`config.mk`:
```
export PLATFORM = sky130hd
export DESIGN_NAME = fsn_mul
export DESIGN_NICKNAME = d
export VERILOG_FILES = /design/src/rtl/fsn_pkg.sv /design/src/rtl/fsn_mul.sv
export SDC_FILE = /design/constraint.sdc
export NUM_CORES = 2
export LEC_CHECK = 0
export BUFFER_PORTS_ARGS = -buffer_cell sky130_fd_sc_hd__buf_2
export CAP_MARGIN = 20
export CORE_UTILIZATION = 40
export DETAILED_ROUTE_END_ITERATION = 10
export HOLD_SLACK_MARGIN = 0.06
export RECOVER_POWER = 100
export SLEW_MARGIN = 20
export SYNTH_ARGS = -nofsm -noshare
export SYNTH_HDL_FRONTEND = slang
export SYNTH_SLANG_ARGS = --single-unit
```
`constraint.sdc`:
```
create_clock -name clk_i -period 10.5 [get_ports clk_i]
set_clock_uncertainty 0.15 [all_clocks]
set_input_delay 1.575 -clock clk_i [delete_from_list [all_inputs] [get_ports clk_i]]
set_output_delay 1.575 -clock clk_i [all_outputs]
set_load 0.05 [all_outputs]
```
`src/rtl/fsn_pkg.sv`:
```
// ----------------------------------------------------------------------------
// fsn_pkg: shared types and constants for the fractal simplex noise block
// widths, fixed-point constants, permutation and gradient tables, states
// ----------------------------------------------------------------------------
package fsn_pkg;

  localparam int unsigned MAX_OCTAVES = 8;
  localparam int unsigned OCT_W       = 4;
  localparam int unsigned CFG_IDX_W   = 3;
  localparam int unsigned CFG_DATA_W  = 24;
  localparam int unsigned MUL_W       = 34;
  localparam int unsigned PROD_W      = 2 * MUL_W;
  localparam int unsigned DIV_W       = 60;
  localparam int unsigned DIV_STEPS   = DIV_W / 4;
  localparam int unsigned DIV_CNT_W   = $clog2(DIV_STEPS);
  localparam int unsigned OFS_W       = 27;
  localparam int unsigned DOT_W       = 29;
  localparam int unsigned ACC_W       = 36;

  localparam logic signed [OFS_W-1:0] ONE_Q24    = 27'sd16777216;
  localparam logic signed [OFS_W-1:0] G3_Q24     = 27'sd2796203;
  localparam logic signed [OFS_W-1:0] G3X2_Q24   = 27'sd5592405;
  localparam logic signed [OFS_W-1:0] G3X3M1_Q24 = -27'sd8388608;
  localparam logic signed [32:0]      FALLOFF_Q24 = 33'sd10066330;
  localparam logic [7:0]              SEED_MIX    = 8'hB9;
  localparam logic [7:0]              LAYER_B_SEED = 8'd100;
  localparam logic [23:0]             FREQ_RESET  = 24'd65536;

  typedef enum logic [CFG_IDX_W-1:0] {
    CFG_SEED, CFG_AMP_A, CFG_FREQ_A, CFG_OCT_A, CFG_AMP_B, CFG_FREQ_B, CFG_OCT_B
  } cfg_idx_e;

  typedef enum logic [4:0] {
    ST_IDLE, ST_LAYER, ST_SCL_X, ST_SCL_Y, ST_SCL_Z, ST_SCL_END, ST_DIV_S, ST_SKEW,
    ST_DIV_U, ST_ORDER, ST_CORNER, ST_HASH0, ST_HASH1, ST_HASH2, ST_DX, ST_DY, ST_DZ,
    ST_DSUM, ST_FALL, ST_T2, ST_T4, ST_N, ST_WT, ST_WTW, ST_OUT
  } fsn_state_e;

  localparam logic [7:0] PERM [256] = '{
    8'd151,8'd160,8'd137,8'd91,8'd90,8'd15,8'd131,8'd13,
    8'd201,8'd95,8'd96,8'd53,8'd194,8'd233,8'd7,8'd225,
    8'd140,8'd36,8'd103,8'd30,8'd69,8'd142,8'd8,8'd99,
    8'd37,8'd240,8'd21,8'd10,8'd23,8'd190,8'd6,8'd148,
    8'd247,8'd120,8'd234,8'd75,8'd0,8'd26,8'd197,8'd62,
    8'd94,8'd252,8'd219,8'd203,8'd117,8'd35,8'd11,8'd32,
    8'd57,8'd177,8'd33,8'd88,8'd237,8'd149,8'd56,8'd87,
    8'd174,8'd20,8'd125,8'd136,8'd171,8'd168,8'd68,8'd175,
    8'd74,8'd165,8'd71,8'd134,8'd139,8'd48,8'd27,8'd166,
    8'd77,8'd146,8'd158,8'd231,8'd83,8'd111,8'd229,8'd122,
    8'd60,8'd211,8'd133,8'd230,8'd220,8'd105,8'd92,8'd41,
    8'd55,8'd46,8'd245,8'd40,8'd244,8'd102,8'd143,8'd54,
    8'd65,8'd25,8'd63,8'd161,8'd1,8'd216,8'd80,8'd73,
    8'd209,8'd76,8'd132,8'd187,8'd208,8'd89,8'd18,8'd169,
    8'd200,8'd196,8'd135,8'd130,8'd116,8'd188,8'd159,8'd86,
    8'd164,8'd100,8'd109,8'd198,8'd173,8'd186,8'd3,8'd64,
    8'd52,8'd217,8'd226,8'd250,8'd124,8'd123,8'd5,8'd202,
    8'd38,8'd147,8'd118,8'd126,8'd255,8'd82,8'd85,8'd212,
    8'd207,8'd206,8'd59,8'd227,8'd47,8'd16,8'd58,8'd17,
    8'd182,8'd189,8'd28,8'd42,8'd223,8'd183,8'd170,8'd213,
    8'd119,8'd248,8'd152,8'd2,8'd44,8'd154,8'd163,8'd70,
    8'd221,8'd153,8'd101,8'd155,8'd167,8'd43,8'd172,8'd9,
    8'd129,8'd22,8'd39,8'd253,8'd19,8'd98,8'd108,8'd110,
    8'd79,8'd113,8'd224,8'd232,8'd178,8'd185,8'd112,8'd104,
    8'd218,8'd246,8'd97,8'd228,8'd251,8'd34,8'd242,8'd193,
    8'd238,8'd210,8'd144,8'd12,8'd191,8'd179,8'd162,8'd241,
    8'd81,8'd51,8'd145,8'd235,8'd249,8'd14,8'd239,8'd107,
    8'd49,8'd192,8'd214,8'd31,8'd181,8'd199,8'd106,8'd157,
    8'd184,8'd84,8'd204,8'd176,8'd115,8'd121,8'd50,8'd45,
    8'd127,8'd4,8'd150,8'd254,8'd138,8'd236,8'd205,8'd93,
    8'd222,8'd114,8'd67,8'd29,8'd24,8'd72,8'd243,8'd141,
    8'd128,8'd195,8'd78,8'd66,8'd215,8'd61,8'd156,8'd180
  };

  localparam logic signed [1:0] GRAD_X [16] = '{
    2'sd1,-2'sd1,2'sd1,-2'sd1,2'sd1,-2'sd1,2'sd1,-2'sd1,
    2'sd0,2'sd0,2'sd0,2'sd0,2'sd1,-2'sd1,2'sd0,2'sd0};
  localparam logic signed [1:0] GRAD_Y [16] = '{
    2'sd1,2'sd1,-2'sd1,-2'sd1,2'sd0,2'sd0,2'sd0,2'sd0,
    2'sd1,-2'sd1,2'sd1,-2'sd1,2'sd1,2'sd1,-2'sd1,-2'sd1};
  localparam logic signed [1:0] GRAD_Z [16] = '{
    2'sd0,2'sd0,2'sd0,2'sd0,2'sd1,2'sd1,-2'sd1,-2'sd1,
    2'sd1,2'sd1,-2'sd1,-2'sd1,2'sd0,2'sd0,2'sd1,-2'sd1};

  // gradient component times offset, component is -1, 0 or +1
  function automatic logic signed [DOT_W-1:0] grad_term(input logic signed [1:0] g,
                                                        input logic signed [OFS_W-1:0] v);
    logic signed [DOT_W-1:0] ve;
    ve = DOT_W'(v);
    if (g == 2'sd1) begin
      grad_term = ve;
    end else if (g == -2'sd1) begin
      grad_term = -ve;
    end else begin
      grad_term = '0;
    end
  endfunction

endpackage

```
`src/rtl/fsn_mul.sv`:
```
// ----------------------------------------------------------------------------
// fsn_mul: shared signed multiplier
// one signed product per cycle, result registered
// ----------------------------------------------------------------------------
module fsn_mul (
  input  logic                                 clk_i,
  input  logic signed [fsn_pkg::MUL_W-1:0]     a_i,
  input  logic signed [fsn_pkg::MUL_W-1:0]     b_i,
  output logic signed [fsn_pkg::PROD_W-1:0]    p_o
);
  import fsn_pkg::*;

  logic signed [PROD_W-1:0] p_q;

  always_ff @(posedge clk_i) begin
    p_q <= PROD_W'(a_i) * PROD_W'(b_i);
  end

  assign p_o = p_q;

endmodule

```
==> key figures <==
Floorplanning
  – Die Height: between 300 and 400 µm
  – Initial Util: 0.406
  – Die Wd: between 300 and 400 µm
  – # IOs: approximately 140
  – Die area: between 100,000 and 150,000 µm²
  – Row count: approximately 120
  – Core region area: approximately 110,000 µm²

Setup path
  – Critical path endpoint category: flop
  – Crit-path max FO: 19
  – CP endpoint: p_o[66]
  – Most frequent CP cell: fa_1
  – Crit path launch: a_i[1]
  – Startpoint Class: input port
  – CP Data Required Time: ~11 ns
  – WP data arrival: around 10 ns
  – Slowest cell on the critical path: clkbuf_1
  – Crit-path max cell delay: between 1 and 1.5 ns
  – Worst Setup Path Type: input port to flop

Global routing
  – Initial antenna violation count: 13
  – Pin count of the biggest net entering global routing: 35
  – Grt ovf: 0
  – Total GRT Usage: 0.229
  – Vias in the first global route: between 30,000 and 40,000
  – First-pass GRT wire length: about 190,000 µm

Synth
  – Synth Register Bits: 68
  – Post-Syn Area per Cell: around 9.4 µm²
  – Number of flops mapped to enable cells by yosys: 0
  – Post-synthesis cell area: about 43,000 µm²
  – Seq/Total Area, Yosys: 0.0316
  – Synth cell types: 69
  – Post-synth ARST share: 0
  – Yosys warning total: 0
  – Most used flip-flop cell after synthesis: dfxtp_1
  – Post-synthesis net count: 6,068
  – Syn Inst Count: roughly 4,600

CTS
  – Post-CTS Resized: 0
  – Post-CTS Repair Setup Buffers: 0
  – Worst-path clk slew: 0.07 ns
  – Clock buffer depth: 2
  – Clock Sinks: 68
  – CTS tree: built
  – CTS Buf Count: 9
  – # hold bufs at CTS: 0
  – # H-tree levels: 3
  – Clock Tree Root: clkbuf_16

Finish
  – Most frequent cells in the layout: fa_1, inv_1, and2_1
  – Largest register FFs: 68
  – Final nets: 6,030
  – Final core utilization: 0.425
  – Layout cell share with drive strength beyond 1: 0.0316
  – Area Growth Syn to Fin: 4.64%
  – Commonest non-fill, non-tap cell in the layout: fa_1

Routing
  – # DRC: 0
  – Vias: slightly below 30,000
  – Drt via density: ~4.9
  – DR iter-0 viols: 1,705
  – Final ANT Viol Nets: 0
  – Pre-antenna DRT Iters: 5
  – Post-Route WL: approximately 120,000 µm
  – Wire length per cell: 19.5 µm

Timing
  – Worst hold slack: 1.59 ns
  – Fin. Hold Viols: 0
  – Final TNS setup: 0 ns
  – Fin crit share: 0.954
  – Relative slew margins: 0.00328
  – Fmax: ~100 MHz
  – Worst Tran Pin Value: 1.50 ns
  – Final-report max-slew violation count: 0
  – Finish-stage setup viols: 0
  – Tmin final: approximately 10 ns
  – RSZ-0062 raised after global routing: no

Flow run
  – # Max-Cap Violations: 1

Hold path
  – Worst hold-check path type: input port to flop

Place
  – HPWL after DPL: a little over 90,000 µm
  – Port Buffers: between 100 and 150
  – Gpl congestion: about 0.87

Run status
  – Outcome: complete, but fails checks
  – Violated checks: max-capacitance violations
==> per-layer routing <==
layer | vias up | GRT usage | wire [µm]
met5 | - | 0 | 99
met4 | 16 | 0.0498 | 2550
met2 | 853 | 0.383 | 55700
met3 | 156 | 0.0328 | 6440
li1 | 12700 | - | -
met1 | 15500 | 0.316 | 50300
==> cell type report <==
type | instances | area [µm²]
Fill cell | 10600 | 61000
Inverter | 1232 | 4620
Clock inverter | 6 | 70.1
Multi-Input combinational cell | 3026 | 36100
Timing Repair Buffer | 179 | 901
Tap cell | 1391 | 1740
Sequential cell | 68 | 1360
Clock buffer | 10 | 239
Antenna cell | 2 | 5.00
==> cell usage after synthesis (all sizes together), types with 2 or more instances <==
library cell / n / share of area
nor3: 5 / 0.00058
nor2: 56 / 0.0050
or2: 4 / 0.00058
fa: 1241 / 0.58
and4: 2 / 0.00041
xnor2: 56 / 0.011
or3: 2 / 0.00032
o31ai: 2 / 0.00099
o21ai: 41 / 0.0052
nor2b: 9 / 0.0013
o221ai: 2 / 0.00041
o21bai: 12 / 0.0021
a21o: 37 / 0.0065
a21bo: 2 / 0.00047
a31oi: 10 / 0.0021
o211ai: 3 / 0.00052
buf: 9 / 0.0014
a211o: 3 / 0.00064
a311oi: 2 / 0.00055
o21a: 4 / 0.00070
clkbuf: 217 / 0.019
dfxtp: 68 / 0.032
a221oi: 4 / 0.00096
nand2: 542 / 0.047
inv: 1231 / 0.11
o41ai: 6 / 0.0017
a21oi: 63 / 0.0075
and3: 8 / 0.0013
ha: 204 / 0.059
nand3: 11 / 0.0013
nand2b: 20 / 0.0029
a2111o: 2 / 0.00052
xor2: 23 / 0.0047
nand4: 11 / 0.0016
and2: 623 / 0.091
a211oi: 7 / 0.0013
==> logic make-up after synthesis <==
logic type	after synthesis	share of synthesized area
xor+xnor	79	0.0161
compound gates	206	0.0335
simple gates	1296	0.154
buf+inv	1460	0.128
fa+ha+maj	1445	0.637
flops	68	0.0316
==> critical path, delay by kind of cell <==
| kind | cells | cell delay [ns] |
|---|---|---|
| buffers and inverters | 7 | 1.86 |
| AO/OA/AOI/OAI | 8 | 2.57 |
| AND/OR/NAND/NOR | 1 | 0.15 |
| XOR/XNOR | 1 | 0.16 |
| adder cells (fa/ha/maj) | 9 | 3.88 |
==> worst min path at each step <==
stage | cells past startpoint | start | slack (ns) | end
finish | 2 | a_i[0] | 1.59 | p_o[0]
CTS | 2 | b_i[0] | 1.56 | p_o[0]
floorplan | 1 | a_i[0] | 1.55 | p_o[0]
global route | 2 | a_i[0] | 1.58 | p_o[0]
global placement | 1 | p_o[19] | 1.89 | p_o[19]
detailed placement | 1 | p_o[27] | 1.89 | p_o[27]
==> stage by stage <==
stage | cell area (µm²) | setup slack, ns | cells
6_report | 45000 | 0.487 | 5914
5_1_grt | 45000 | 0.235 | 5912
4_1_cts | 45200 | 0.924 | 5912
3_5_place_dp | 44900 | 0.536 | 5896
3_3_place_gp | 44900 | 0.581 | 5896
2_1_floorplan | 43000 | 1.28 | 4554
Power is left out: the tool's default activity adds up to more than one toggle a clock period on the data nets, which glitch-free logic cannot reach.
