==> config.mk <==
export PLATFORM = sky130hd
export DESIGN_NAME = fsn_div3
export DESIGN_NICKNAME = d
export VERILOG_FILES = /design/src/rtl/fsn_pkg.sv /design/src/rtl/fsn_div3.sv
export SDC_FILE = /design/constraint.sdc
export NUM_CORES = 1
export LEC_CHECK = 0
export BUFFER_PORTS_ARGS = -buffer_cell sky130_fd_sc_hd__clkbuf_2
export CORE_ASPECT_RATIO = 0.8
export CORE_MARGIN = 2
export CORE_UTILIZATION = 37
export CTS_CLUSTER_SIZE = 25
export DETAILED_ROUTE_END_ITERATION = 10
export PLACE_DENSITY = 0.57
export SLEW_MARGIN = 15
export SYNTH_ARGS = -nofsm -noshare
export SYNTH_HDL_FRONTEND = slang
export SYNTH_SLANG_ARGS = --single-unit
==> constraint.sdc <==
create_clock -name clk_i -period 2.9 [get_ports clk_i]
set_clock_uncertainty 0.05 [all_clocks]
set_input_delay 0.145 -clock clk_i [delete_from_list [all_inputs] [get_ports clk_i]]
set_output_delay 0.145 -clock clk_i [all_outputs]
set_load 0.02 [all_outputs]
==> src/rtl/fsn_pkg.sv <==
// ----------------------------------------------------------------------------
// fsn_pkg: shared types and constants for the fractal simplex noise block
// widths, fixed-point constants, permutation and gradient tables, states
// ----------------------------------------------------------------------------
package fsn_pkg;

  localparam int unsigned MAX_OCTAVES = 8;
  localparam int unsigned OCT_W       = 4;
  localparam int unsigned CFG_IDX_W   = 3;
  localparam int unsigned CFG_DATA_W  = 24;
  localparam int unsigned MUL_W       = 34;
  localparam int unsigned PROD_W      = 2 * MUL_W;
  localparam int unsigned DIV_W       = 60;
  localparam int unsigned DIV_STEPS   = DIV_W / 4;
  localparam int unsigned DIV_CNT_W   = $clog2(DIV_STEPS);
  localparam int unsigned OFS_W       = 27;
  localparam int unsigned DOT_W       = 29;
  localparam int unsigned ACC_W       = 36;

  localparam logic signed [OFS_W-1:0] ONE_Q24    = 27'sd16777216;
  localparam logic signed [OFS_W-1:0] G3_Q24     = 27'sd2796203;
  localparam logic signed [OFS_W-1:0] G3X2_Q24   = 27'sd5592405;
  localparam logic signed [OFS_W-1:0] G3X3M1_Q24 = -27'sd8388608;
  localparam logic signed [32:0]      FALLOFF_Q24 = 33'sd10066330;
  localparam logic [7:0]              SEED_MIX    = 8'hB9;
  localparam logic [7:0]              LAYER_B_SEED = 8'd100;
  localparam logic [23:0]             FREQ_RESET  = 24'd65536;

  typedef enum logic [CFG_IDX_W-1:0] {
    CFG_SEED, CFG_AMP_A, CFG_FREQ_A, CFG_OCT_A, CFG_AMP_B, CFG_FREQ_B, CFG_OCT_B
  } cfg_idx_e;

  typedef enum logic [4:0] {
    ST_IDLE, ST_LAYER, ST_SCL_X, ST_SCL_Y, ST_SCL_Z, ST_SCL_END, ST_DIV_S, ST_SKEW,
    ST_DIV_U, ST_ORDER, ST_CORNER, ST_HASH0, ST_HASH1, ST_HASH2, ST_DX, ST_DY, ST_DZ,
    ST_DSUM, ST_FALL, ST_T2, ST_T4, ST_N, ST_WT, ST_WTW, ST_OUT
  } fsn_state_e;

  localparam logic [7:0] PERM [256] = '{
    8'd151,8'd160,8'd137,8'd91,8'd90,8'd15,8'd131,8'd13,
    8'd201,8'd95,8'd96,8'd53,8'd194,8'd233,8'd7,8'd225,
    8'd140,8'd36,8'd103,8'd30,8'd69,8'd142,8'd8,8'd99,
    8'd37,8'd240,8'd21,8'd10,8'd23,8'd190,8'd6,8'd148,
    8'd247,8'd120,8'd234,8'd75,8'd0,8'd26,8'd197,8'd62,
    8'd94,8'd252,8'd219,8'd203,8'd117,8'd35,8'd11,8'd32,
    8'd57,8'd177,8'd33,8'd88,8'd237,8'd149,8'd56,8'd87,
    8'd174,8'd20,8'd125,8'd136,8'd171,8'd168,8'd68,8'd175,
    8'd74,8'd165,8'd71,8'd134,8'd139,8'd48,8'd27,8'd166,
    8'd77,8'd146,8'd158,8'd231,8'd83,8'd111,8'd229,8'd122,
    8'd60,8'd211,8'd133,8'd230,8'd220,8'd105,8'd92,8'd41,
    8'd55,8'd46,8'd245,8'd40,8'd244,8'd102,8'd143,8'd54,
    8'd65,8'd25,8'd63,8'd161,8'd1,8'd216,8'd80,8'd73,
    8'd209,8'd76,8'd132,8'd187,8'd208,8'd89,8'd18,8'd169,
    8'd200,8'd196,8'd135,8'd130,8'd116,8'd188,8'd159,8'd86,
    8'd164,8'd100,8'd109,8'd198,8'd173,8'd186,8'd3,8'd64,
    8'd52,8'd217,8'd226,8'd250,8'd124,8'd123,8'd5,8'd202,
    8'd38,8'd147,8'd118,8'd126,8'd255,8'd82,8'd85,8'd212,
    8'd207,8'd206,8'd59,8'd227,8'd47,8'd16,8'd58,8'd17,
    8'd182,8'd189,8'd28,8'd42,8'd223,8'd183,8'd170,8'd213,
    8'd119,8'd248,8'd152,8'd2,8'd44,8'd154,8'd163,8'd70,
    8'd221,8'd153,8'd101,8'd155,8'd167,8'd43,8'd172,8'd9,
    8'd129,8'd22,8'd39,8'd253,8'd19,8'd98,8'd108,8'd110,
    8'd79,8'd113,8'd224,8'd232,8'd178,8'd185,8'd112,8'd104,
    8'd218,8'd246,8'd97,8'd228,8'd251,8'd34,8'd242,8'd193,
    8'd238,8'd210,8'd144,8'd12,8'd191,8'd179,8'd162,8'd241,
    8'd81,8'd51,8'd145,8'd235,8'd249,8'd14,8'd239,8'd107,
    8'd49,8'd192,8'd214,8'd31,8'd181,8'd199,8'd106,8'd157,
    8'd184,8'd84,8'd204,8'd176,8'd115,8'd121,8'd50,8'd45,
    8'd127,8'd4,8'd150,8'd254,8'd138,8'd236,8'd205,8'd93,
    8'd222,8'd114,8'd67,8'd29,8'd24,8'd72,8'd243,8'd141,
    8'd128,8'd195,8'd78,8'd66,8'd215,8'd61,8'd156,8'd180
  };

  localparam logic signed [1:0] GRAD_X [16] = '{
    2'sd1,-2'sd1,2'sd1,-2'sd1,2'sd1,-2'sd1,2'sd1,-2'sd1,
    2'sd0,2'sd0,2'sd0,2'sd0,2'sd1,-2'sd1,2'sd0,2'sd0};
  localparam logic signed [1:0] GRAD_Y [16] = '{
    2'sd1,2'sd1,-2'sd1,-2'sd1,2'sd0,2'sd0,2'sd0,2'sd0,
    2'sd1,-2'sd1,2'sd1,-2'sd1,2'sd1,2'sd1,-2'sd1,-2'sd1};
  localparam logic signed [1:0] GRAD_Z [16] = '{
    2'sd0,2'sd0,2'sd0,2'sd0,2'sd1,2'sd1,-2'sd1,-2'sd1,
    2'sd1,2'sd1,-2'sd1,-2'sd1,2'sd0,2'sd0,2'sd1,-2'sd1};

  // gradient component times offset, component is -1, 0 or +1
  function automatic logic signed [DOT_W-1:0] grad_term(input logic signed [1:0] g,
                                                        input logic signed [OFS_W-1:0] v);
    logic signed [DOT_W-1:0] ve;
    ve = DOT_W'(v);
    if (g == 2'sd1) begin
      grad_term = ve;
    end else if (g == -2'sd1) begin
      grad_term = -ve;
    end else begin
      grad_term = '0;
    end
  endfunction

endpackage

==> src/rtl/fsn_div3.sv <==
// ----------------------------------------------------------------------------
// fsn_div3: floor division by three
// radix-16 digit recurrence on the magnitude, sign and floor fixed at the end
// ----------------------------------------------------------------------------
module fsn_div3 (
  input  logic                               clk_i,
  input  logic                               rst_ni,
  input  logic                               start_i,
  input  logic signed [fsn_pkg::DIV_W-1:0]   dividend_i,
  output logic                               done_o,
  output logic signed [fsn_pkg::DIV_W-1:0]   quotient_o
);
  import fsn_pkg::*;

  logic [DIV_W-1:0]     mag_q, quo_q;
  logic [1:0]           rem_q, rem_d;
  logic [3:0]           qbits;
  logic [DIV_CNT_W-1:0] cnt_q;
  logic                 neg_q, busy_q, done_q;

  always_comb begin
    logic [2:0] r;
    rem_d = rem_q;
    qbits = '0;
    for (int k = 0; k < 4; k++) begin
      r = {rem_d, mag_q[DIV_W-1-k]};
      if (r >= 3'd3) begin
        qbits[3-k] = 1'b1;
        rem_d      = 2'(r - 3'd3);
      end else begin
        rem_d = r[1:0];
      end
    end
  end

  always_ff @(posedge clk_i or negedge rst_ni) begin
    if (!rst_ni) begin
      busy_q <= 1'b0;
      done_q <= 1'b0;
      cnt_q  <= '0;
    end else begin
      done_q <= 1'b0;
      if (start_i) begin
        busy_q <= 1'b1;
        cnt_q  <= '0;
      end else if (busy_q) begin
        cnt_q <= cnt_q + 1'b1;
        if (cnt_q == DIV_CNT_W'(DIV_STEPS - 1)) begin
          busy_q <= 1'b0;
          done_q <= 1'b1;
        end
      end
    end
  end

  always_ff @(posedge clk_i) begin
    if (start_i) begin
      mag_q <= dividend_i[DIV_W-1] ? DIV_W'(-dividend_i) : DIV_W'(dividend_i);
      neg_q <= dividend_i[DIV_W-1];
      quo_q <= '0;
      rem_q <= '0;
    end else if (busy_q) begin
      mag_q <= {mag_q[DIV_W-5:0], 4'b0};
      quo_q <= {quo_q[DIV_W-5:0], qbits};
      rem_q <= rem_d;
    end
  end

  assign done_o     = done_q;
  assign quotient_o = neg_q ? -$signed(quo_q + DIV_W'(rem_q != 2'd0)) : $signed(quo_q);

endmodule

==> results.py, run 1 <==
metrics = {
    "run_status": {
        "status": "finished with violations",
        "violations": "negative setup slack",
    },
    "timing": {
        "setup_viol": 45,
        "timing.slew.headroom_pct": 30.6,
        "period_share_pct": 122,
        "rsz0062_at_grt": "yes",
        "finalHoldViolCount": 0,
        "worst_pin_slew_ns": 1.04,
        "fin_setup_tns_ns": -18.44,
        "final-max-slew-violation-count": 0,
        "post-route-min-period_ns": 3.55,
        "setup_slack_ns": -0.649,
        "fmax_ghz": 0.282,
    },
    "clock_network": {
        "clk_latency_ns": 0.42,
        "cts_buffers": 17,
        "cts_tree": "done",
        "clkSinkCount": 129,
        "root_buffer": "clkbuf_16",
        "clkTransAtPathRegs_ns": 0.06,
        "h-tree-depth": 4,
        "ctsLongestPathBuffers": 2,
    },
    "synth": {
        "synthTopCellsByCount": "nor2_1, a21oi_1, nand2_1",
        "yosys.cell_types.count": 73,
        "yosysWarnings": 0,
        "synth_area_leaders": "edfxtp_1, dfxtp_1, ha_1",
        "yosysMostFrequentCell": "nor2_1",
        "ys_seq_elements": 129,
        "syn_area_um2": 10600,
        "synthFlopType": "dfxtp_1",
        "yosysTopAreaCellShare_pct": 17.3,
        "postSynth.asyncResetShare_pct": 4.65,
        "syn_area_per_cell_um2": 8.14,
        "seq_area_frac_synth_pct": 30.4,
        "synth_fp_nets": 1431,
        "yosysTopAreaCell": "edfxtp_1",
        "synth_edf_count": 61,
        "synthCells": 1300,
    },
    "global_routing": {
        "grt_first_pass_wirelength_mm": 51.2,
        "track_usage_pct": 21.1,
        "use_met1_pct": 31.5,
        "grt_start_max_net_pins": 111,
        "grt-busiest-layer": "met1",
        "grt_antenna_before_repair": 0,
        "grt_use_met3_pct": 3.16,
        "use_met2_pct": 31.1,
        "grt_pass1_vias": 10100,
        "overflow": 0,
    },
    "finish": {
        "diodes": 0,
        "final_cell_count_no_fill": 2040,
        "final_nets": 1788,
        "n_fill_cell": 2548,
        "multi_input_area_um2": 8070,
        "regArea_um2": 3280,
        "drive_gt1_share_pct": 40.1,
        "area_growth_syn_to_layout_pct": 49.0,
    },
    "critical_path": {
        "r2r_slack_ns": -0.01,
        "r2r-start": "mag_q[59]",
        "arrival_ns": 3.35,
        "cp_slowest_cell": "or4b_1",
        "r2r_end": "rem_q[1]",
        "cp_top_family": "compound AO/OA/AOI/OAI gates",
        "path_cells": "nor2_2 > ha_2 > ha_4 > a211oi_2 > o21ai_2 > nand2_2 > o41ai_4 > or4b_1 > o211ai_1 > buf_4 > a21boi_2 > xor2_1 > mux2i_2 > buf_4",
        "criticalPathCategory": "register to primary output",
        "rr_worst_depth": 17,
        "endpoint_kind": "primary output",
        "crit_top_cell": "buf_4",
        "required_ns": 2.71,
        "max_stage_delay_ns": 0.48,
        "worst-path-buf-inv": 2,
        "critPathMaxFanout": 3,
        "start_kind": "register",
    },
    "pwr": {
        "ir_drop_mv": 0.477,
        "power_leakage_nw": 7.59,
        "power.density_nw_per_um2": 706,
    },
    "detailed_routing": {
        "drt-initial-drc-count": 622,
        "dr.pass1.iters": 5,
        "wl_per_cell_um": 15.9,
        "totalWireLength_mm": 32.5,
        "avgViaCountPerCell": 5.29,
        "vias": 10800,
        "antenna_left": 0,
        "route.detailed.drc": 0,
    },
    "floorplan": {
        "start_util_pct": 37.5,
        "chipHeight_um": 155,
        "rows": 55,
        "core_area_um2": 28200,
        "io-pin-count": 124,
        "fp.dieW_um": 193,
        "die_area_um2": 30000,
    },
    "placement": {
        "hpwl_mm": 23.8,
        "portBuffers": 123,
        "dp.cells": 1976,
        "place.gp.congestion": 0.909,
    },
    "run": {
        "cap_violations": 0,
    },
    "worst_hold_path": {
        "hp-class": "primary input to asynchronous set/reset pin",
    },
}
-- power breakdown --
part	internal, mW	switching (mW)
Combinational	3.43	3.36
Sequential	2.09	0.0892
Clock	1.27	0.884
-- logic make-up after synthesis --
kind of cell / share of synthesized area, %
AND/OR/NAND/NOR: 18.0
AO/OA/AOI/OAI: 21.7
buffers and inverters: 5.26
flip-flops: 30.4
XOR/XNOR: 8.94
multiplexers: 7.63
adder cells (fa/ha/maj): 8.04
-- state kept, by name, summed over array words and instances (netlist names) --
signal / cells
cnt_q: 4
done_o: 1
busy_q: 1
neg_q: 1
mag_q: 60
quo_q: 60
rem_q: 2
-- routing by layer --
| layer | wire, µm | up-vias | part of all wire (%) |
|---|---|---|---|
| li1 | - | 5383 | - |
| met1 | 16500 | 5170 | 51 |
| met2 | 14300 | 209 | 44 |
| met3 | 1110 | 35 | 3.4 |
| met4 | 623 | 0 | 1.9 |
| met5 | 0 | - | 0 |
-- cell type report --
cell class | instances | share of cell area (%)
sequential | 129 | 20.8
timing repair buffer | 406 | 19.5
clock inverter | 15 | 0.991
multi-input combinational | 1024 | 51.2
inverter | 79 | 1.91
clock buffer | 17 | 2.70
tap | 370 | 2.93
-- worst max path at each step --
stage,end,start,cells after the start
6_report,quotient_o[36],rem_q[1],14
5_1_grt,quotient_o[58],quo_q[34],12
4_1_cts,quotient_o[39],rem_q[0],15
3_5_place_dp,quotient_o[58],quo_q[27],12
3_3_place_gp,quotient_o[58],quo_q[20],13
2_1_floorplan,quotient_o[48],quo_q[27],12
-- per-stage QoR --
step | instance area [µm²] | util [%] | hold slack (ns) | power [mW] | setup WS (ns)
after global routing | 15800 | 55.9 | 0.0373 | 11.8 | -0.791
final | 15800 | 55.9 | 0.0391 | 11.1 | -0.649
after CTS | 15100 | 53.5 | 0.0198 | 10.4 | -0.793
after floorplan | 10800 | - | -0.201 | 5.25 | -0.0343
after detailed placement | 13500 | 47.9 | -0.0624 | 7.19 | -0.433
after global placement | 13500 | 47.9 | -0.0622 | 7.14 | -0.373
-- repair_timing --
action,in CTS,in global routing
endpoints found under the hold margin,7,0
endpoints found under the setup margin,52,55
hold buffers,2,0
gates resized for setup,221,173
buffers inserted,20,16
pin swaps,57,61
-- placed cells by master (no fill, tap or decap), types with 21 or more instances in the layout --
cell type  netlist  routed
xor2_1          78      77
clkbuf_2         0      76
buf_6            0      31
inv_1           79      65
o21ai_0         82      44
ha_4             0      27
dfxtp_1         62      32
mux2i_1         77      66
a21o_1          39      39
edfxtp_1        61      61
nor2_1         153     147
buf_4            0     283
ha_1            68      38
a21oi_1        132     108
nand2_1        109     100
dfxtp_2          0      22
a21oi_2          0      21
Note: power is estimated with default switching activity, not from simulation.
==> inputs of run 2 (changes only) <==
Settings changed: CORE_UTILIZATION 37 to 54, PLACE_DENSITY 0.57 to 0.78.
Clock period 2.9 ns to 3.2 ns, I/O delays scaled along.
==> run 2 against run 1 <==
- the flow still finishes with violations (negative setup slack)
- utilization is 22 points higher
- setup slack better by 0.040 ns
- final area is 5.4% lower
- critical path depth rose by 3
- cell count decreased by 10%
- critical path type unchanged
- largest power group unchanged
- highest routed layer unchanged
==> results.py, run 2 (synthesized netlist as in run 1, its figures left out) <==
metrics = {
    "critical_path": {
        "endpoint_kind": "primary output",
        "criticalPathCategory": "register to primary output",
        "required_ns": 2.99,
        "arrival_ns": 3.60,
        "cp_top_family": "compound AO/OA/AOI/OAI gates",
        "cp_slowest_cell": "a2111oi_4",
        "r2r-start": "mag_q[59]",
        "path_cells": "nor2_2 > ha_2 > ha_4 > inv_2 > ha_4 > o21bai_4 > o21ai_4 > a21o_1 > a2111oi_4 > o21ai_2 > buf_6 > buf_12 > o21ai_2 > xor2_1 > nand2_1 > o21ai_1 > buf_4",
        "rr_worst_depth": 17,
        "critPathMaxFanout": 3,
        "r2r_slack_ns": 0.02,
        "r2r_end": "rem_q[1]",
        "worst-path-buf-inv": 4,
        "start_kind": "register",
        "max_stage_delay_ns": 0.45,
    },
    "global_routing": {
        "overflow": 0,
        "grt_antenna_before_repair": 0,
        "grt_start_max_net_pins": 103,
        "track_usage_pct": 30.5,
        "use_met1_pct": 41.2,
        "use_met2_pct": 50.0,
        "grt_first_pass_wirelength_mm": 51.0,
        "grt-busiest-layer": "met2",
        "grt_pass1_vias": 10200,
        "grt_use_met3_pct": 5.09,
    },
    "finish": {
        "diodes": 0,
        "area_growth_syn_to_layout_pct": 40.9,
        "layout_commonest_cell": "buf_4",
        "final_nets": 1694,
        "drive_gt1_share_pct": 35.9,
        "multi_input_area_um2": 8070,
        "finish.utilization_pct": 78.1,
        "regArea_um2": 3280,
        "n_fill_cell": 1066,
        "largest_registers": "mag_q (60), quo_q (60), cnt_q (4)",
        "final_cell_mix": "buf_4, nor2_1, a21oi_1",
    },
    "pwr": {
        "p_total_mw": 10.5,
        "pwr-share-comb_pct": 61.0,
        "internal-power_mw": 6.24,
        "power.density_nw_per_um2": 702,
        "sw_frac_of_total_pct": 40.4,
        "switching_power_mw": 4.22,
        "ir_drop_mv": 0.506,
        "p_clk_share_pct": 20.0,
        "power_leakage_nw": 7.11,
        "pwr-share-seq_pct": 19.0,
    },
    "worst_hold_path": {
        "hold_path_startpoint": "dividend_i[0]",
        "hp-class": "primary input to register",
        "whs_endpoint": "mag_q[0]",
        "hold_depth": 2,
    },
    "timing": {
        "timing.slew.headroom_pct": 31.8,
        "finalHoldViolCount": 0,
        "post-route-min-period_ns": 3.81,
        "fmax_ghz": 0.263,
        "final-max-slew-violation-count": 0,
        "setup_slack_ns": -0.609,
        "worst_pin_slew_ns": 1.02,
        "rsz0062_at_grt": "yes",
        "setup_viol": 46,
        "period_share_pct": 119,
    },
    "clock_network": {
        "clkTransAtPathRegs_ns": 0.06,
        "root_buffer": "clkbuf_16",
        "clk_latency_ns": 0.44,
        "ctsLongestPathBuffers": 2,
        "cts_buffers": 17,
        "h-tree-depth": 4,
        "clkSinkCount": 129,
        "cts_tree": "done",
    },
    "detailed_routing": {
        "route.detailed.drc": 0,
        "drt-initial-drc-count": 1437,
        "totalWireLength_mm": 38.7,
        "wl_per_cell_um": 21.1,
        "avgViaCountPerCell": 6.36,
        "antenna_left": 0,
        "vias": 11700,
        "dr.pass1.iters": 5,
    },
    "floorplan": {
        "chipHeight_um": 129,
        "start_util_pct": 55.5,
        "fp.dieW_um": 161,
        "rows": 45,
        "core_area_um2": 19100,
        "io-pin-count": 124,
        "die_area_um2": 20700,
    },
    "placement": {
        "hpwl_mm": 21.5,
        "place.gp.congestion": 0.936,
        "portBuffers": 123,
    },
    "run": {
        "cap_violations": 0,
    },
    "run_status": {
        "violations": "negative setup slack",
        "status": "finished with violations",
    },
}
-- run 2: how the worst max path moves through the flow --
stage,startpoint,end,slack [ns],depth (start not counted)
3_3_place_gp,quo_q[6],quotient_o[56],-0.27,13
2_1_floorplan,quo_q[28],quotient_o[56],0.005,12
6_report,rem_q[1],quotient_o[27],-0.61,17
4_1_cts,rem_q[1],quotient_o[40],-0.37,14
3_5_place_dp,quo_q[6],quotient_o[56],-0.40,13
5_1_grt,rem_q[1],quotient_o[27],-0.67,17
-- run 2: final cells by class --
class,instances,area share [%]
multi-input combinational,1024,54.1
sequential,129,22.0
timing repair buffer,312,15.6
clock buffer,18,2.88
tap,258,2.16
inverter,79,2.02
clock inverter,14,1.27
-- run 2: metrics by stage --
stage / setup slack [ns] / hold slack (ns) / instance area, µm² / setup TNS (ns) / cells
floorplan: 0.00523 / -0.186 / 10600 / 0 / 1300
global placement: -0.272 / -0.0587 / 12300 / -2.33 / 1753
detailed placement: -0.398 / -0.0506 / 12300 / -4.48 / 1753
CTS: -0.372 / 0.0138 / 14000 / -7.56 / 1806
global route: -0.668 / 0.0267 / 14900 / -20.30 / 1834
finish: -0.609 / 0.0116 / 14900 / -17.09 / 1834
-- run 2: power by group through the flow --
stage / clock, mW / sequential [mW] / combinational (mW)
after global placement: 0 / 1.99 / 3.99
after CTS: 2.06 / 1.97 / 4.95
after detailed placement: 0 / 1.99 / 4.08
after floorplan: 0 / 1.99 / 2.63
after global routing: 2.15 / 2.00 / 6.65
final: 2.09 / 1.99 / 6.38
-- run 2: timing repair --
item | CTS | global route
endpoints found under the setup margin | 47 | 50
pin swaps | 49 | 83
hold endpoints to repair | 6 | 0
gates cloned | 0 | 0
hold buffers | 1 | 0
buffers inserted | 22 | 30
gates resized for setup | 209 | 216
-- run 2: metal layers --
metal,up-vias,part of all wire [%]
met5,-,0
met4,0,5.5
met3,218,9.7
met2,798,46
met1,5440,39
li1,5204,-
==> inputs of run 3 (changes only) <==
Settings changed: CAP_MARGIN from default to 25, CORE_MARGIN 2 to default, RECOVER_POWER from default to 25.
==> run 3 against run 2 <==
- the flow finishes with violations (max-capacitance violations, max-slew violations, negative setup slack)
- power decreased by 0.18%
- global-route usage increased by 1.3 points
- critical endpoint is now quotient_o[40]
- critical path depth decreased by 1
==> results.py, run 3 (synthesized netlist as in run 1, its figures left out) <==
metrics = {
    "run_status": {
        "status": "finished with violations",
        "violations": "max-capacitance violations, max-slew violations, negative setup slack",
    },
    "pwr": {
        "sw_frac_of_total_pct": 41.4,
        "power.density_nw_per_um2": 698,
        "power_leakage_nw": 7.19,
        "pwr-share-seq_pct": 19.1,
        "ir_drop_mv": 0.499,
        "internal-power_mw": 6.13,
        "switching_power_mw": 4.32,
        "p_clk_share_pct": 18.5,
        "pwr-share-comb_pct": 62.4,
        "p_total_mw": 10.4,
    },
    "detailed_routing": {
        "totalWireLength_mm": 39.8,
        "drt-met1-wl_mm": 15.5,
        "vias": 11900,
        "avgViaCountPerCell": 6.40,
        "drt-initial-drc-count": 1127,
        "route.detailed.drc": 0,
        "wl_met3_mm": 3.95,
        "highest_layer": "met4",
        "dr.pass1.iters": 6,
        "wl_per_cell_um": 21.4,
        "antenna_left": 0,
        "met2WireLength_mm": 17.7,
    },
    "floorplan": {
        "fp.dieW_um": 159,
        "die_area_um2": 20200,
        "core_area_um2": 19100,
        "chipHeight_um": 127,
        "rows": 45,
        "io-pin-count": 124,
        "start_util_pct": 55.5,
    },
    "finish": {
        "finish.utilization_pct": 78.4,
        "drive_gt1_share_pct": 36.4,
        "largest_registers": "mag_q (60), quo_q (60), cnt_q (4)",
        "area_growth_syn_to_layout_pct": 41.3,
        "final_nets": 1719,
        "final_cell_area_um2": 15000,
        "final_cell_mix": "buf_4, nor2_1, nand2_1",
        "layout_commonest_cell": "buf_4",
    },
    "critical_path": {
        "critPathMaxFanout": 3,
        "required_ns": 2.99,
        "worst-path-buf-inv": 4,
        "path_cells": "nor2_4 > ha_4 > ha_4 > buf_6 > a211oi_4 > o21ai_2 > buf_4 > nand2_4 > o41ai_2 > buf_4 > or4b_4 > o211ai_1 > and3b_1 > o21ai_1 > a31o_2 > buf_8",
        "max_stage_delay_ns": 0.47,
        "endpoint_kind": "primary output",
        "start_kind": "register",
        "criticalPathCategory": "register to primary output",
        "arrival_ns": 3.68,
        "cp_top_family": "compound AO/OA/AOI/OAI gates",
        "cp_slowest_cell": "or4b_4",
    },
    "run": {
        "cap_violations": 2,
    },
    "clock_network": {
        "clkSinkCount": 129,
        "cts_tree": "done",
        "h-tree-depth": 4,
        "ctsLongestPathBuffers": 2,
        "root_buffer": "clkbuf_16",
        "clk_latency_ns": 0.44,
        "cts_buffers": 17,
        "clkTransAtPathRegs_ns": 0.07,
    },
    "placement": {
        "place.gp.congestion": 0.931,
        "portBuffers": 123,
        "place_area_um2": 12500,
        "hpwl_mm": 22.0,
    },
    "global_routing": {
        "grt_first_pass_wirelength_mm": 50.7,
        "track_usage_pct": 31.8,
        "overflow": 0,
        "grt_pass1_vias": 10400,
        "grt_start_max_net_pins": 107,
        "grt_antenna_before_repair": 1,
    },
    "timing": {
        "period_share_pct": 122,
        "finalHoldViolCount": 0,
        "post-route-min-period_ns": 3.89,
        "rsz0062_at_grt": "yes",
        "worst_pin_slew_ns": 2.06,
        "fin_setup_tns_ns": -18.29,
        "setup_viol": 50,
        "setup_slack_ns": -0.690,
        "final-max-slew-violation-count": 143,
        "timing.slew.headroom_pct": -37.0,
        "fmax_ghz": 0.257,
    },
    "worst_hold_path": {
        "hp-class": "primary input to asynchronous set/reset pin",
    },
}
## run 3: layout make-up
class	count	area, µm²
Antenna cell	1	2.50
Tap cell	258	323
Sequential cell	129	3280
Timing Repair Buffer	337	2480
Inverter	79	297
Clock inverter	14	140
Multi-Input combinational cell	1024	8000
Fill cell	1085	4130
Clock buffer	18	429
## run 3: power by group through the flow
stage,clock [mW],combinational (mW),sequential [mW]
after floorplan,0,2.63,1.99
after global placement,0,4.13,1.99
after detailed placement,0,4.21,2.00
after CTS,1.90,4.96,1.97
after global routing,1.99,6.81,2.00
final,1.94,6.52,1.99
## run 3: path summary, 6_finish.rpt
| check | to | slack, ns | cells after the start | start |
|---|---|---|---|---|
| worst max-delay path | quotient_o[40] | -0.69 | 16 | rem_q[0] |
| worst min register to register | quo_q[19] | 0.49 | 2 | quo_q[19] |
| max in group asynchronous | busy_q | 2.78 | 2 | rst_ni |
| worst max register to register | rem_q[0] | -0.14 | 18 | mag_q[59] |
| worst min-delay path | cnt_q[2] | 0.06 | 2 | rst_ni |
| min in group clk_i | mag_q[1] | 0.08 | 3 | dividend_i[1] |
## run 3: stage by stage
stage | setup WS [ns] | hold slack [ns] | std cells
3_5_place_dp | -0.311 | -0.0593 | 1780
3_3_place_gp | -0.213 | -0.0569 | 1780
6_report | -0.690 | 0.0633 | 1860
2_1_floorplan | 0.00523 | -0.186 | 1300
4_1_cts | -0.472 | 0.0372 | 1830
5_1_grt | -0.747 | 0.101 | 1859
## run 3: worst reg2reg max path, stage by stage (launching register included)
cell	delay [ns]
edfxtp_1	0.45
buf_4	0.17
buf_4	0.14
nor3_2	0.19
a21oi_2	0.06
ha_2	0.21
nor2_1	0.19
and2_1	0.27
nor2_2	0.06
ha_2	0.17
inv_2	0.10
o21ai_4	0.08
nor2_2	0.15
a21oi_2	0.05
ha_2	0.20
buf_4	0.13
o21ai_0	0.21
nand3_1	0.11
a21oi_1	0.22
## run 3: repair_timing
action	in CTS	in global routing
endpoints found under the hold margin	7	0
pin swaps	57	63
buffers inserted	17	33
hold buffers	2	0
resized for setup	185	227
endpoints found under the setup margin	47	48
## run 3: metal layers
| metal | up-vias | track usage (%) |
|---|---|---|
| met5 | - | 0 |
| met4 | 0 | 13.6 |
| met3 | 231 | 5.56 |
| met2 | 845 | 49.5 |
| met1 | 5556 | 43.3 |
| li1 | 5272 | - |
